==> src/stack_with_max_scan_core_defines.svh <==
// Assertion macros used by the stack core top level.
`ifndef STACK_WITH_MAX_SCAN_CORE_DEFINES_SVH
`define STACK_WITH_MAX_SCAN_CORE_DEFINES_SVH

// Same-cycle implication, checked on every rising edge outside reset.
`define SWS_ASSERT_IMP(lbl, ante, cons) \
  lbl: assert property (@(posedge clk) disable iff (!rst_n) (ante) |-> (cons)) \
    else $error("sws: same-cycle check failed");

// Next-cycle implication, checked on every rising edge outside reset.
`define SWS_ASSERT_NXT(lbl, ante, cons) \
  lbl: assert property (@(posedge clk) disable iff (!rst_n) (ante) |=> (cons)) \
    else $error("sws: next-cycle check failed");

`endif

==> src/sws_pkg.sv <==
// Types and constants of the stack core with maximum scan.
package sws_pkg;

  localparam int DATA_W  = 32;
  localparam int MAX_W   = 31;
  localparam int FIELD_W = 9;

  // Command codes of an input word
  typedef enum logic [1:0] {
    CMD_PUSH  = 2'd0,
    CMD_POP   = 2'd1,
    CMD_CLEAR = 2'd2,
    CMD_MAX   = 2'd3
  } cmd_t;

  // Status codes of a result word
  typedef enum logic [1:0] {
    ST_OK    = 2'd0,
    ST_EMPTY = 2'd1,
    ST_FULL  = 2'd2
  } status_t;

  // Controller states
  typedef enum logic {
    S_IDLE = 1'b0,
    S_SCAN = 1'b1
  } state_t;

  // Per-cell control: push shifts down, shift_up moves towards the top,
  // wrap makes the cell take the top value during a rotation
  typedef struct packed {
    logic push;
    logic shift_up;
    logic wrap;
  } cell_ctrl_t;

endpackage

==> src/sws_cell.sv <==
// One stack cell: holds one entry and trades it with its neighbours.
module sws_cell (
  input  logic                        clk,
  input  sws_pkg::cell_ctrl_t         ctrl,
  input  logic [sws_pkg::DATA_W-1:0]  up_data,
  input  logic [sws_pkg::DATA_W-1:0]  down_data,
  input  logic [sws_pkg::DATA_W-1:0]  top_data,
  output logic [sws_pkg::DATA_W-1:0]  data_q
);
  import sws_pkg::*;

  logic [DATA_W-1:0] data_r;
  logic [DATA_W-1:0] data_nxt;

  // Push takes from above; pop and rotation take from below, or from the
  // top when this cell closes the rotation ring
  always_comb begin
    data_nxt = data_r;
    if (ctrl.push) begin
      data_nxt = up_data;
    end else if (ctrl.shift_up) begin
      data_nxt = ctrl.wrap ? top_data : down_data;
    end
  end

  // Payload only, no reset
  always_ff @(posedge clk) begin
    data_r <= data_nxt;
  end

  assign data_q = data_r;

endmodule

==> config.mk <==
export PLATFORM = sky130hd
export DESIGN_NAME = sws_cell
export DESIGN_NICKNAME = d
export VERILOG_FILES = /design/src/stack_with_max_scan_core_defines.svh /design/src/sws_pkg.sv /design/src/sws_cell.sv
export SDC_FILE = /design/constraint.sdc
export NUM_CORES = 1
export LEC_CHECK = 0
export BUFFER_PORTS_ARGS = -buffer_cell sky130_fd_sc_hd__buf_2
export CORE_AREA = 4 4 69 71
export DETAILED_ROUTE_END_ITERATION = 10
export DIE_AREA = 0 0 73 75
export PLACE_DENSITY = 0.94
export SYNTH_ARGS = -nofsm -noshare
export SYNTH_HDL_FRONTEND = slang
export SYNTH_SLANG_ARGS = --single-unit
export TNS_END_PERCENT = 20
==> constraint.sdc <==
create_clock -name clk -period 3.43 [get_ports clk]
set_input_delay 0.343 -clock clk [delete_from_list [all_inputs] [get_ports clk]]
set_output_delay 0.343 -clock clk [all_outputs]
set_load 0.03 [all_outputs]
==> impl_summary.md <==
Outcome
The flow ran to the end, and the final reports show no timing, DRC or antenna violations.

Min path
For hold timing, the worst endpoint is data_q[31]. The worst hold path startpoint is up_data[31]. The type of the worst min-delay path is in2reg. The hold path depth is 3.

Setup path
The element type at the critical path start is an input pin. The kind of end point of the critical path is a flip-flop. The critical path start-end classification is in2reg. The highest-delay cell along the critical path is buf_2.

Of all nets on the critical path, the largest fanout is 32. At the worst endpoint, the required time is ~3.4 ns. The launching element of the worst setup path is ctrl[0]. The endpoint arrival time on the critical path is roughly 1.5 ns. For this run, the slowest stage of the critical path takes 0.72 ns. The signal on the critical path passes through buf_2 -> mux2i_1 -> o21ai_1.

Timing
Timing would allow up to around 690 MHz. The total count of hold-check failures in the final report came to 0. At the pin with the least slew margin, the transition time is slightly below 1 ns. Setup violations remaining at the end of the flow were counted as 0. Across all setup checks in the final design, the least slack found is around 2.0 ns. The post-route minimum period is around 1.4 ns. The period utilization is between 40 and 50%. The max-slew violation count is 0. In the final timing run, aggregate negative setup slack is 0 ns. Setup repair after global routing left no endpoint under its margin.

Measured against its own limit, the worst slew margin works out to between 30% and 40%.

Detailed routing
Dividing the detail-routed via count by the number of cells gives between 4 and 5. The routed wire length per instance is ~14 um. In this run the remaining antenna-violating nets after routing total 0. After detailed routing, the number of remaining DRC violations is 0. Summing over every cut layer, the via total after detailed routing is approximately 1500. The first TritonRoute pass finished after 4 iterations.

The detailed router finished its first iteration with between 60 and 70 violations. The post-detailed-routing wire length is 4.40 mm.

Synth
In this run, synthesis produced a sequential element count of 32. After synthesis, the cell types taking the most area are edfxtp_1 (57%), mux2i_1 (19%), o21ai_1 (9.0%). Ranked by instance count, the synthesized netlist is headed by edfxtp_1 (32), mux2i_1 (32), nand2_1 (32).

The cell area after synthesis is roughly 0.0017 mm2. The distinct cell type count of the synthesized netlist is 10. The average footprint of a synthesized cell is roughly 12 um2.

After synthesis, the largest area contributor takes up between 50 and 60% of total cell area. The warning count from the yosys run is 0. In this run, synthesis inferred 32 flip-flops with an integrated enable.

Of the synthesized area, sequential elements account for between 50% and 60%. The number of instances in the synthesized netlist is 140. The leading register cell type out of synthesis is edfxtp_1. The fraction of registers with async set/reset is 0%. The cell taking the most area after synthesis is edfxtp_1. Synthesis produced a netlist with a net count of between 200 and 250.

Finish
The register with the most flip-flops in the layout has 32 of them. The ratio of cells with drive above 1 in the final layout is roughly 50%. At the end of the flow the core is filled with cells to a little under three fifths. 0 antenna diodes ended up in the layout. Relative to the synthesized area, the layout overhead comes to 41.8%. The layout net count is ~370.

Power and ir drop
The post-layout total power is 0.00103 W. The worst vdd rail ir drop is around 190 uV. For this design the static power due to leakage is around 1.2 nW. Power spread over the standard cell area amounts to 432 mW/mm2.

CTS
The hold-fix buffer count after cts is 0. After clock tree synthesis, the clock-pin slew on the worst setup and hold paths is 0.06 ns. The buffer cell driving the clock tree root is clkbuf_8.

Counting every sink on the clock net gives 32. The maximum clock path buffer count is 2. The clock tree synthesis step divided the H-tree into 2 levels.

Clock tree synthesis inserted a total of 5 buffers. The number of buffers added for setup after CTS is 0. The number of gates resized after CTS was 0. TritonCTS built the clock tree.

Floorplanning
The floorplan row count is 24. The placeable core region is between 0.004 and 0.005 mm2. The floorplan step defined a die boundary enclosing roughly 0.0055 mm2. In this run the count of I/O pins placed on the die edge is ~130. The height of the chip is approximately 75 um. The chip width is about 73 um. For this configuration, the core starts out at a cell density of 39.5%.

GRT
The number of antenna violations at the first check in global routing is 0. The via count of the first global-routing pass is 1500. The first-pass GRT wire length is about 6.4 mm. Entering global routing, the biggest net connects 65 pins. The total grt overflow is 0.

Global routing used about 15% of the available tracks.

Placed design
Routability-driven placement finished with a final weighted congestion of between 0.7 and 0.8. OpenSTA, run right after detailed placement, puts the worst setup slack at around 1.7 ns. After legalization and detailed placement, the total HPWL measured 3.37 mm. In this run the tool buffered the top-level ports with between 100 and 150 buffer cells.

Run
Across the run, the number of max-cap violations was 0.
==> stage by stage <==
step	cell area, um2	hold WS [ns]	std cells
floorplan	1670	0.534	140
finish	2370	0.346	320
global placement	2300	0.625	313
detailed placement	2300	0.627	313
global route	2370	0.343	320
CTS	2370	0.337	320
==> area by class of cell <==
cell class                      instances  area [um2]
Sequential cell                        32         961
Tap cell                               52        65.1
Clock buffer                            5        68.8
Clock inverter                          2        7.51
Multi-Input combinational cell         97         607
Timing Repair Buffer                  132         663
Fill cell                             376        1860
==> report_power, final <==
part	total, W	internal (W)	switching (W)
Clock	0.000259	0.000134	0.000126
Combinational	0.000271	0.000101	0.000171
Sequential	0.000495	0.000485	0.0000107
Total	0.00103	0.000719	0.000307
==> how the worst max path moves through the flow <==
stage | end | depth (start not counted)
finish | data_q[19] | 3
global route | data_q[12] | 3
CTS | data_q[23] | 3
detailed placement | data_q[23] | 3
global placement | data_q[9] | 3
floorplan | data_q[0] | 2
==> cells in the final DEF (no fill, tap or decap) <==
cell / n
edfxtp_1: 32
o21ai_0: 2
o21ai_1: 30
or2_2: 1
mux2i_1: 32
clkinv_1: 2
buf_2: 131
buf_4: 1
nand2_1: 32
clkbuf_8: 5
==> critical path, delay by kind of cell <==
family	cells	cell delay, ns
buffers and inverters	1	0.72
multiplexers	1	0.29
AO/OA/AOI/OAI	1	0.08
==> kinds of logic (layout without fill, tap and decap cells) <==
group / after synthesis / count (layout) / synth area share, %
buffers and inverters: 11 / 139 / 6.28
multiplexers: 32 / 32 / 19.1
AO/OA/AOI/OAI: 32 / 32 / 9.57
flip-flops: 32 / 32 / 57.4
AND/OR/NAND/NOR: 33 / 33 / 7.55
==> routing by layer <==
layer,wire [um],GRT usage [%],vias to the layer above
li1,-,-,762
met1,1510,13.7,686
met2,2290,30.5,85
met3,554,7.74,5
met4,44,4.30,0
met5,0,0,-
(Power assumes the default switching activity.)
